$ cat src/rtl/frp_pkg.sv
// shared constants and types for the framed packet receiver
package frp_pkg;

    localparam int BYTE_W      = 8;
    localparam int SUM_W       = 16;
    localparam int LEN_W       = 7;
    localparam int MAX_PAYLOAD = 64;
    localparam int PAY_AW      = (MAX_PAYLOAD > 1) ? $clog2(MAX_PAYLOAD) : 1;
    localparam int TDATA_W     = 32;

    localparam logic [BYTE_W-1:0] START_BYTE = 8'h3A;
    localparam logic [BYTE_W-1:0] END_BYTE   = 8'h0D;

    // register indexes on the config port
    localparam logic CFG_BOARD_ADDR  = 1'b0;
    localparam logic CFG_LISTEN_ADDR = 1'b1;

    // header of an accepted frame, handed from parser to emitter
    typedef struct packed {
        logic [BYTE_W-1:0] slave;
        logic [BYTE_W-1:0] command;
        logic [LEN_W-1:0]  length;
    } frame_t;

endpackage

$ cat src/rtl/frp_payload_ram.sv
// simple dual port payload ram, one write and one registered read port
module frp_payload_ram #(
    parameter int WIDTH  = 8,
    parameter int DEPTH  = 64,
    parameter int ADDR_W = (DEPTH > 1) ? $clog2(DEPTH) : 1
) (
    input  logic              aclk,
    input  logic              wr_en,
    input  logic [ADDR_W-1:0] wr_addr,
    input  logic [WIDTH-1:0]  wr_data,
    input  logic              rd_en,
    input  logic [ADDR_W-1:0] rd_addr,
    output logic [WIDTH-1:0]  rd_data
);

    logic [WIDTH-1:0] mem [DEPTH];

    always_ff @(posedge aclk) begin
        if (wr_en) begin
            mem[wr_addr] <= wr_data;
        end
    end

    // read data holds until the next read
    always_ff @(posedge aclk) begin
        if (rd_en) begin
            rd_data <= mem[rd_addr];
        end
    end

endmodule

$ cat src/rtl/frp_parser.sv
// byte-level frame parser: hunt, header, payload store, checksum and accept check
module frp_parser
    import frp_pkg::*;
(
    input  logic               aclk,
    input  logic               aresetn,
    input  logic               s_tvalid,
    output logic               s_tready,
    input  logic [BYTE_W-1:0]  s_tdata,
    input  logic [BYTE_W-1:0]  own_addr,
    input  logic [BYTE_W-1:0]  listen_all_address,
    input  logic               emit_busy,
    output logic               ram_we,
    output logic [PAY_AW-1:0]  ram_waddr,
    output logic [BYTE_W-1:0]  ram_wdata,
    output logic               emit_start,
    output frame_t             emit_frame
);

    localparam logic [2:0] PH_HUNT  = 3'd0;
    localparam logic [2:0] PH_SLAVE = 3'd1;
    localparam logic [2:0] PH_CMD   = 3'd2;
    localparam logic [2:0] PH_LEN   = 3'd3;
    localparam logic [2:0] PH_DATA  = 3'd4;
    localparam logic [2:0] PH_CKHI  = 3'd5;
    localparam logic [2:0] PH_CKLO  = 3'd6;
    localparam logic [2:0] PH_END   = 3'd7;

    logic [2:0]        phase_reg, phase_next;
    logic [BYTE_W-1:0] slave_reg, slave_next;
    logic [BYTE_W-1:0] cmd_reg, cmd_next;
    logic [BYTE_W-1:0] len_reg, len_next;
    logic [BYTE_W-1:0] taken_reg, taken_next;
    logic [SUM_W-1:0]  run_sum_reg, run_sum_next;
    logic [SUM_W-1:0]  rcv_sum_reg, rcv_sum_next;

    logic              accept;
    logic [SUM_W-1:0]  sum_plus_byte;
    logic [SUM_W-1:0]  expect_sum;
    logic              addr_pass;
    logic              frame_ok;

    // no new byte while a frame is being read out of the store
    assign s_tready      = !emit_busy;
    assign accept        = s_tvalid && s_tready;
    assign sum_plus_byte = run_sum_reg + {{(SUM_W-BYTE_W){1'b0}}, s_tdata};
    assign expect_sum    = run_sum_reg + {{(SUM_W-BYTE_W){1'b0}}, END_BYTE};
    assign addr_pass     = (slave_reg == own_addr) ||
                           (own_addr == listen_all_address);
    assign frame_ok      = (s_tdata == END_BYTE) && (expect_sum == rcv_sum_reg) &&
                           addr_pass && (len_reg <= BYTE_W'(MAX_PAYLOAD));

    assign ram_we    = accept && (phase_reg == PH_DATA) &&
                       (taken_reg < BYTE_W'(MAX_PAYLOAD));
    assign ram_waddr = taken_reg[PAY_AW-1:0];
    assign ram_wdata = s_tdata;

    assign emit_start         = accept && (phase_reg == PH_END) && frame_ok;
    assign emit_frame.slave   = slave_reg;
    assign emit_frame.command = cmd_reg;
    assign emit_frame.length  = len_reg[LEN_W-1:0];

    always_comb begin
        phase_next   = phase_reg;
        slave_next   = slave_reg;
        cmd_next     = cmd_reg;
        len_next     = len_reg;
        taken_next   = taken_reg;
        run_sum_next = run_sum_reg;
        rcv_sum_next = rcv_sum_reg;
        if (accept) begin
            case (phase_reg)
                PH_HUNT: begin
                    if (s_tdata == START_BYTE) begin
                        run_sum_next = {{(SUM_W-BYTE_W){1'b0}}, START_BYTE};
                        taken_next   = '0;
                        phase_next   = PH_SLAVE;
                    end
                end
                PH_SLAVE: begin
                    slave_next   = s_tdata;
                    run_sum_next = sum_plus_byte;
                    phase_next   = PH_CMD;
                end
                PH_CMD: begin
                    cmd_next     = s_tdata;
                    run_sum_next = sum_plus_byte;
                    phase_next   = PH_LEN;
                end
                PH_LEN: begin
                    len_next     = s_tdata;
                    taken_next   = '0;
                    run_sum_next = sum_plus_byte;
                    phase_next   = (s_tdata == '0) ? PH_CKHI : PH_DATA;
                end
                PH_DATA: begin
                    run_sum_next = sum_plus_byte;
                    taken_next   = taken_reg + 1'b1;
                    if (taken_next >= len_reg) begin
                        phase_next = PH_CKHI;
                    end
                end
                PH_CKHI: begin
                    rcv_sum_next = {s_tdata, {(SUM_W-BYTE_W){1'b0}}};
                    phase_next   = PH_CKLO;
                end
                PH_CKLO: begin
                    rcv_sum_next = rcv_sum_reg + {{(SUM_W-BYTE_W){1'b0}}, s_tdata};
                    phase_next   = PH_END;
                end
                default: begin
                    phase_next = PH_HUNT;
                end
            endcase
        end
    end

    always_ff @(posedge aclk) begin
        if (!aresetn) begin
            phase_reg <= PH_HUNT;
        end else begin
            phase_reg <= phase_next;
        end
    end

    always_ff @(posedge aclk) begin
        slave_reg   <= slave_next;
        cmd_reg     <= cmd_next;
        len_reg     <= len_next;
        taken_reg   <= taken_next;
        run_sum_reg <= run_sum_next;
        rcv_sum_reg <= rcv_sum_next;
    end

endmodule

$ cat src/rtl/frp_emitter.sv
// payload readout: streams the stored payload of an accepted frame
module frp_emitter
    import frp_pkg::*;
(
    input  logic               aclk,
    input  logic               aresetn,
    input  logic               emit_start,
    input  frame_t             emit_frame,
    output logic               emit_busy,
    output logic               ram_re,
    output logic [PAY_AW-1:0]  ram_raddr,
    input  logic [BYTE_W-1:0]  ram_rdata,
    output logic               m_tvalid,
    input  logic               m_tready,
    output logic [TDATA_W-1:0] m_tdata,
    output logic               m_tuser,
    output logic               m_tlast
);

    logic              busy_reg, busy_next;
    frame_t            frame_reg, frame_next;
    logic [LEN_W-1:0]  iss_cnt_reg, iss_cnt_next;
    logic              pend_reg, pend_next;
    logic              pend_last_reg, pend_last_next;
    logic              pend_empty_reg, pend_empty_next;
    logic              out_valid_reg, out_valid_next;
    logic [BYTE_W-1:0] out_byte_reg, out_byte_next;
    logic              out_bvalid_reg, out_bvalid_next;
    logic              out_last_reg, out_last_next;

    logic [LEN_W-1:0]  n_items;
    logic              can_move;
    logic              can_issue;
    logic              last_taken;

    // an empty payload still gives one word
    assign n_items    = (frame_reg.length == '0) ? LEN_W'(1) : frame_reg.length;
    // ram output register acts as a skid stage in front of the output register
    assign can_move   = pend_reg && (!out_valid_reg || m_tready);
    assign can_issue  = busy_reg && (iss_cnt_reg < n_items) && (!pend_reg || can_move);
    assign last_taken = out_valid_reg && m_tready && out_last_reg;

    assign ram_re    = can_issue;
    assign ram_raddr = iss_cnt_reg[PAY_AW-1:0];
    assign emit_busy = busy_reg;

    assign m_tvalid = out_valid_reg;
    assign m_tdata  = {{(TDATA_W-3*BYTE_W-LEN_W){1'b0}}, out_byte_reg, frame_reg.length,
                       frame_reg.command, frame_reg.slave};
    assign m_tuser  = out_bvalid_reg;
    assign m_tlast  = out_last_reg;

    always_comb begin
        busy_next       = busy_reg;
        frame_next      = frame_reg;
        iss_cnt_next    = iss_cnt_reg;
        pend_next       = pend_reg;
        pend_last_next  = pend_last_reg;
        pend_empty_next = pend_empty_reg;
        out_valid_next  = out_valid_reg;
        out_byte_next   = out_byte_reg;
        out_bvalid_next = out_bvalid_reg;
        out_last_next   = out_last_reg;

        if (can_move) begin
            out_valid_next  = 1'b1;
            out_byte_next   = pend_empty_reg ? '0 : ram_rdata;
            out_bvalid_next = !pend_empty_reg;
            out_last_next   = pend_last_reg;
        end else if (m_tready) begin
            out_valid_next = 1'b0;
        end

        if (can_issue) begin
            iss_cnt_next    = iss_cnt_reg + 1'b1;
            pend_next       = 1'b1;
            pend_last_next  = (iss_cnt_next == n_items);
            pend_empty_next = (frame_reg.length == '0);
        end else if (can_move) begin
            pend_next = 1'b0;
        end

        if (last_taken) begin
            busy_next = 1'b0;
        end

        if (emit_start) begin
            busy_next    = 1'b1;
            frame_next   = emit_frame;
            iss_cnt_next = '0;
            pend_next    = 1'b0;
        end
    end

    always_ff @(posedge aclk) begin
        if (!aresetn) begin
            busy_reg      <= 1'b0;
            pend_reg      <= 1'b0;
            out_valid_reg <= 1'b0;
        end else begin
            busy_reg      <= busy_next;
            pend_reg      <= pend_next;
            out_valid_reg <= out_valid_next;
        end
    end

    always_ff @(posedge aclk) begin
        frame_reg      <= frame_next;
        iss_cnt_reg    <= iss_cnt_next;
        pend_last_reg  <= pend_last_next;
        pend_empty_reg <= pend_empty_next;
        out_byte_reg   <= out_byte_next;
        out_bvalid_reg <= out_bvalid_next;
        out_last_reg   <= out_last_next;
    end

    // a new frame only arrives once the previous readout is over
    a_start_idle: assert property (@(posedge aclk) disable iff (!aresetn)
        emit_start |-> !busy_reg)
        else $error("frame start while readout busy");

    // no word leaves outside a readout
    a_valid_busy: assert property (@(posedge aclk) disable iff (!aresetn)
        (out_valid_reg || pend_reg) |-> busy_reg)
        else $error("output word outside readout");

    // reads never run past the frame length
    a_issue_bound: assert property (@(posedge aclk) disable iff (!aresetn)
        busy_reg |-> (iss_cnt_reg <= n_items))
        else $error("read count past frame length");

    // taking the last word ends the readout with nothing left behind
    a_last_ends: assert property (@(posedge aclk) disable iff (!aresetn)
        last_taken |=> (!busy_reg && !pend_reg && !out_valid_reg))
        else $error("readout still active after last word");

endmodule

$ cat src/rtl/framed_packet_receiver_core.sv
// top level of the framed packet receiver: config registers, parser, payload ram, emitter
//
// Takes one received byte per word on the s_ channel. It hunts for the start byte 0x3A, then
// reads slave address, command, length, the payload, a big-endian 16-bit checksum and the end
// byte 0x0D. The checksum is the wrapping 16-bit sum of start, slave, command, length, payload
// and end bytes. A frame with a good end byte, a matching checksum and a slave address equal
// to the own address register (or any address when the own address equals the listen-all
// address) is replayed on the m_ channel as one word per payload byte, m_tlast on the final
// one; a frame with an empty payload gives a single word with m_tuser low. Failed frames and
// frames longer than 64 payload bytes are consumed and dropped without any output. A start
// byte inside a frame is plain data. The payload goes into a 64 x 8 synchronous ram and is
// read back after the end byte at one word per cycle while m_tready stays high, each word
// passing through the ram read register and then the output register. During that readout
// s_tready is low, so the input is held off until the last word is taken. Ram writes (while
// receiving) and reads (while replaying) never overlap, so no forwarding is needed. Config
// writes are taken any time but should only happen while the block is idle.
module framed_packet_receiver_core
    import frp_pkg::*;
(
    input  logic               aclk,
    input  logic               aresetn,
    // config write port
    input  logic               cfg_we,
    input  logic               cfg_addr,
    input  logic [BYTE_W-1:0]  cfg_wdata,
    // received bytes
    input  logic               s_tvalid,
    output logic               s_tready,
    input  logic [BYTE_W-1:0]  s_tdata,   // [7:0] rx_byte
    // payload words
    output logic               m_tvalid,
    input  logic               m_tready,
    // [7:0] slave_id, [15:8] command, [22:16] payload_length, [30:23] payload_byte, [31] zero
    output logic [TDATA_W-1:0] m_tdata,
    output logic               m_tuser,   // [0] byte_valid
    output logic               m_tlast
);

    logic [BYTE_W-1:0] board_addr_reg;
    logic [BYTE_W-1:0] listen_addr_reg;

    logic              emit_busy;
    logic              emit_start;
    frame_t            emit_frame;

    logic              ram_we;
    logic [PAY_AW-1:0] ram_waddr;
    logic [BYTE_W-1:0] ram_wdata;
    logic              ram_re;
    logic [PAY_AW-1:0] ram_raddr;
    logic [BYTE_W-1:0] ram_rdata;

    // config registers, listen-all address resets to all ones
    always_ff @(posedge aclk) begin
        if (!aresetn) begin
            board_addr_reg  <= '0;
            listen_addr_reg <= '1;
        end else if (cfg_we) begin
            case (cfg_addr)
                CFG_BOARD_ADDR:  board_addr_reg  <= cfg_wdata;
                CFG_LISTEN_ADDR: listen_addr_reg <= cfg_wdata;
                default:         board_addr_reg  <= board_addr_reg;
            endcase
        end
    end

    // byte parser, writes payload into the ram as it arrives
    frp_parser u_parser (
        .aclk               (aclk),
        .aresetn            (aresetn),
        .s_tvalid           (s_tvalid),
        .s_tready           (s_tready),
        .s_tdata            (s_tdata),
        .own_addr           (board_addr_reg),
        .listen_all_address (listen_addr_reg),
        .emit_busy          (emit_busy),
        .ram_we             (ram_we),
        .ram_waddr          (ram_waddr),
        .ram_wdata          (ram_wdata),
        .emit_start         (emit_start),
        .emit_frame         (emit_frame)
    );

    // payload store
    frp_payload_ram #(
        .WIDTH  (BYTE_W),
        .DEPTH  (MAX_PAYLOAD),
        .ADDR_W (PAY_AW)
    ) u_ram (
        .aclk    (aclk),
        .wr_en   (ram_we),
        .wr_addr (ram_waddr),
        .wr_data (ram_wdata),
        .rd_en   (ram_re),
        .rd_addr (ram_raddr),
        .rd_data (ram_rdata)
    );

    // readout of an accepted frame
    frp_emitter u_emitter (
        .aclk       (aclk),
        .aresetn    (aresetn),
        .emit_start (emit_start),
        .emit_frame (emit_frame),
        .emit_busy  (emit_busy),
        .ram_re     (ram_re),
        .ram_raddr  (ram_raddr),
        .ram_rdata  (ram_rdata),
        .m_tvalid   (m_tvalid),
        .m_tready   (m_tready),
        .m_tdata    (m_tdata),
        .m_tuser    (m_tuser),
        .m_tlast    (m_tlast)
    );

endmodule
$ cat config.mk
export PLATFORM = sky130hd
export DESIGN_NAME = framed_packet_receiver_core
export DESIGN_NICKNAME = d
export VERILOG_FILES = /design/src/rtl/frp_pkg.sv /design/src/rtl/frp_payload_ram.sv /design/src/rtl/frp_parser.sv /design/src/rtl/frp_emitter.sv /design/src/rtl/framed_packet_receiver_core.sv
export SDC_FILE = /design/constraint.sdc
export NUM_CORES = 1
export LEC_CHECK = 0
export BUFFER_PORTS_ARGS = -buffer_cell sky130_fd_sc_hd__buf_4
export CAP_MARGIN = 20
export CORE_MARGIN = 2
export CORE_UTILIZATION = 53
export DETAILED_ROUTE_END_ITERATION = 8
export PLACE_DENSITY = 0.69
export SYNTH_ARGS = -nofsm -noshare
export SYNTH_HDL_FRONTEND = slang
export SYNTH_SLANG_ARGS = --single-unit
$ cat constraint.sdc
create_clock -name aclk -period 3.5 [get_ports aclk]
set_input_delay 0.525 -clock aclk [delete_from_list [all_inputs] [get_ports aclk]]
set_output_delay 0.525 -clock aclk [all_outputs]
set_load 0.02 [all_outputs]
==> summary.md <==
| Metric | Value |
|---|---|
| DIE WIDTH | `228.9 um` |
| Hold path endpoint | `listen_addr_reg[0]` |
| Tcrit/Tclk final | `92.54%` |
| Root buf cell | `clkbuf_16` |
| Reg area | `19,180 sq um` |
| Max VDD drop | `299.7 uV` |
| Max Buffers Root-to-Sink | `3` |
| Post-synth top flop | `edfxtp_1` |
| Min-delay src | `cfg_wdata[0]` |
| Clk_lat worst skew | `0.60 ns` |
| Final WL | `60,240 um` |
| Postcts setup bufs | `0` |
| Boundary Pins | `58` |
| Worst EP required | `3.74 ns` |
| Slowest stage delay, CP | `0.76 ns` |
| PostCTS Resize Cnt | `0` |
| Slowest CP cell | `or4b_2` |
| Post-DP HPWL | `38,230 um` |
| DRC viols | `0` |
| Largest register by flop count | `u_ram.mem` |
| Syn nets | `1,519` |
| CP Capture Type | `register` |
| Global placer's final weighted congestion | `0.8229` |
| Leakage power | `10.18 nW` |
| EDFF count, synth | `619` |
| GR Overflow Total | `0` |
| CTS tree | `yes` |
| Final nets | `1,692` |
| Unrepaired setup endpoints after global routing | `false` |
| DRT Pass-1 Iters | `5` |
| Largest net degree at the start of global routing | `72` |
| Syn avg cell area | `18.41 sq um` |
| Status | `finished, final reports clean` |
| PortBufs | `56` |
| Mapped Area | `26,820 sq um` |
| Cell count after synthesis | `1,457` |
| #FFs+latches synth | `648` |
| First DRT Iteration DRCs | `1,313` |
| Area of the multi-input gates | `7213 sq um` |
| Max Slew Vio Count | `0` |
| Routed len/inst | `25.60 um` |
| Post-synthesis cell type count | `53` |
| Start of the worst register-to-register path | `u_parser.phase_reg[0]` |
| Fillers | `3,597` |
| WHS Path Cells | `3` |
| PnR worst setup slack | `0.2611 ns` |
| DRT antenna net count | `0` |
| # setup viols final | `0` |
| Maximum fanout along the worst path | `32` |
| Pwr Total | `0.01755 W` |
| Crit path max-delay family | `simple AND/OR/NAND/NOR gates` |
| Post-synth ARST share | `0%` |
| Height of the die | `228.9 um` |
| Max FFs per register | `512` |
| Final Hold Fails | `0` |
| Area grow syn2layout | `14.87%` |
| Seq/Total Area, Yosys | `71.48%` |
| Setup TNS | `0 ns` |
| First-pass GRT wire length | `90,930 um` |
| Reg2Reg Depth | `7` |
| Vias per Instance | `5.912` |
| Clock Pin Slew Worst Setup and Hold Paths | `0.06 ns` |
| Initial Utilization | `53.56%` |
| Worst-Margin Slew | `0.8991 ns` |
| Crit start category | `register` |
| Gr usage total | `23.64%` |
| Setup slack, reg-to-reg | `0.26 ns` |
| H-tree depth | `3` |
| Worst min-delay path class | `in -> reg` |
| Share of layout cells above drive strength 1 | `26.47%` |
| R2r endpoint | `u_emitter.m_tdata[7]` |
| # hold bufs at CTS | `0` |
| Total CTS buffers | `67` |
| DP Worst Slack | `0.3237 ns` |
| Slew Limit Headroom | `40.06%` |
| WS Path Type | `reg -> reg` |
| Max_cap viols | `0` |
| CP Data Arrival Time | `3.47 ns` |
| Clk_skew | `0.03178 ns` |
| # rows | `82` |
| WP buf/inv | `1` |
| Initial antenna violation count | `3` |
| Synth warnings | `0` |
| Fmax | `308.7 MHz` |
| Total die area | `52,420 sq um` |
| Core area | `50,070 sq um` |
| Pwr per Cell Area | `569.6 nW/um^2` |
| CP Cell Sequence | `ha_1 > or4b_2 > nor3_1 > nand4_1 > nor4_1 > and4_1 > buf_4` |
| Minimum clock period | `3.239 ns` |
| Clock Sinks | `648` |
| Total number of vias | `13,910` |
| ANT cells | `0` |
| Number of global-route vias before repair | `14,288` |
-- metal layers --
metal	global-route usage [%]	share of wire [%]	wire length (um)
met1	32.76	41	24860
met2	38.44	50	29830
met3	4.204	6.6	3962
met4	7.934	2.6	1586
met5	0	0	0
-- power by group --
group          total [W]  switching, W  internal (W)
Clock            0.00693       0.00292       0.00401
Combinational    0.00201      0.000978       0.00104
Sequential       0.00861      0.000105       0.00850
-- cell type report --
class | instances | share of cell area (%)
multi-input cells | 713 | 23.41
well taps | 672 | 2.729
clock buffers | 85 | 5.800
inverters | 33 | 0.4021
flip-flops and latches | 648 | 62.26
clock inverters | 35 | 1.093
repair buffers | 167 | 4.305
-- layout by cell type (no fill, tap or decap), types with 5 or more instances in the layout --
cell type | netlist | routed
a31oi_1 | 5 | 5
clkbuf_16 | 0 | 69
edfxtp_1 | 619 | 619
or2_2 | 5 | 5
ha_1 | 38 | 38
nor2b_1 | 27 | 27
clkinv_2 | 0 | 13
clkbuf_1 | 35 | 16
o21ai_0 | 32 | 32
mux2i_1 | 15 | 15
a211oi_1 | 11 | 11
nor3b_1 | 6 | 6
a21o_1 | 6 | 6
buf_12 | 0 | 6
bufinv_16 | 0 | 5
or4_1 | 5 | 5
inv_1 | 33 | 33
xor2_1 | 22 | 22
xnor2_1 | 53 | 53
nor2_1 | 112 | 112
nand2_1 | 61 | 61
and3_1 | 6 | 6
a21oi_1 | 29 | 29
nand4_1 | 12 | 12
nand3_1 | 24 | 24
nor4_1 | 8 | 8
mux4_2 | 165 | 165
nand2b_1 | 5 | 5
nor3_1 | 13 | 12
or3_1 | 9 | 9
dfxtp_1 | 29 | 25
clkinv_1 | 0 | 8
buf_4 | 2 | 160
-- worst reg2reg max path, stage by stage (launching register included) --
cell     delay (ns)
dfxtp_1        0.39
ha_1           0.46
or4b_2         0.76
nor3_1         0.27
nand4_1        0.13
nor4_1         0.27
and4_1         0.24
buf_4          0.37
-- worst max-delay path by stage --
stage / startpoint / to / slack [ns] / cells after the start
2_1_floorplan: s_tdata[6] / u_parser.run_sum_reg[0] / 0.63 / 3
3_3_place_gp: u_parser.phase_reg[0] / u_emitter.m_tdata[10] / 0.37 / 7
3_5_place_dp: u_parser.phase_reg[0] / u_emitter.m_tdata[9] / 0.32 / 7
4_1_cts: u_parser.phase_reg[0] / u_emitter.m_tdata[7] / 0.31 / 7
5_1_grt: u_parser.phase_reg[1] / u_emitter.m_tdata[7] / 0.11 / 7
6_report: u_parser.phase_reg[0] / u_emitter.m_tdata[7] / 0.26 / 7
-- cells by family after synthesis --
family | Yosys count | synth area share, %
other cells | 1 | 0.01398
mux | 182 | 14.50
simple gates | 310 | 5.608
fa+ha+maj | 40 | 1.922
compound gates | 105 | 2.384
flops | 648 | 71.48
xor+xnor | 75 | 2.449
buf+inv | 96 | 1.647
-- per-stage QoR --
stage                     hold WS [ns]  cells  instance area [sq um]  utilization, %
final                           0.1607   2353                  30810           61.53
after global routing            0.1528   2353                  30810           61.53
after CTS                       0.1238   2352                  30800           61.52
after detailed placement        0.4045   2232                  28680           57.28
after global placement          0.4021   2232                  28680           57.28
after floorplan                 0.4003   1457                  26820               -
-- cells in the mapped netlist (3+ instances only) --
cell / count / area [sq um]
clkbuf_1: 35 / 131.4
xor2_1: 22 / 192.7
a211oi_1: 11 / 82.58
o31ai_1: 3 / 22.52
dfxtp_1: 29 / 580.6
inv_1: 33 / 123.9
a21boi_0: 3 / 22.52
nor3b_1: 6 / 45.04
or4_1: 5 / 37.54
nor2b_1: 27 / 168.9
edfxtp_1: 619 / 18590
nand3_1: 24 / 120.1
nand2_1: 61 / 229.0
and3_1: 6 / 37.54
xnor2_1: 53 / 464.2
o21a_1: 4 / 30.03
buf_6: 9 / 101.4
o211ai_1: 3 / 22.52
mux4_2: 165 / 3716
nor2_1: 112 / 420.4
or3_1: 9 / 56.30
buf_1: 12 / 45.04
nor4_1: 8 / 50.05
buf_2: 5 / 25.02
a31oi_1: 5 / 31.28
a21o_1: 6 / 45.04
nand4_1: 12 / 75.07
o21ai_0: 32 / 160.2
ha_1: 38 / 475.5
a21oi_1: 29 / 145.1
nor3_1: 13 / 65.06
or2_2: 5 / 31.28
mux2i_1: 15 / 150.1
nand2b_1: 5 / 31.28
and2_1: 4 / 25.02
nand3b_1: 4 / 30.03
No activity file was read; power rests on OpenSTA's default activity.
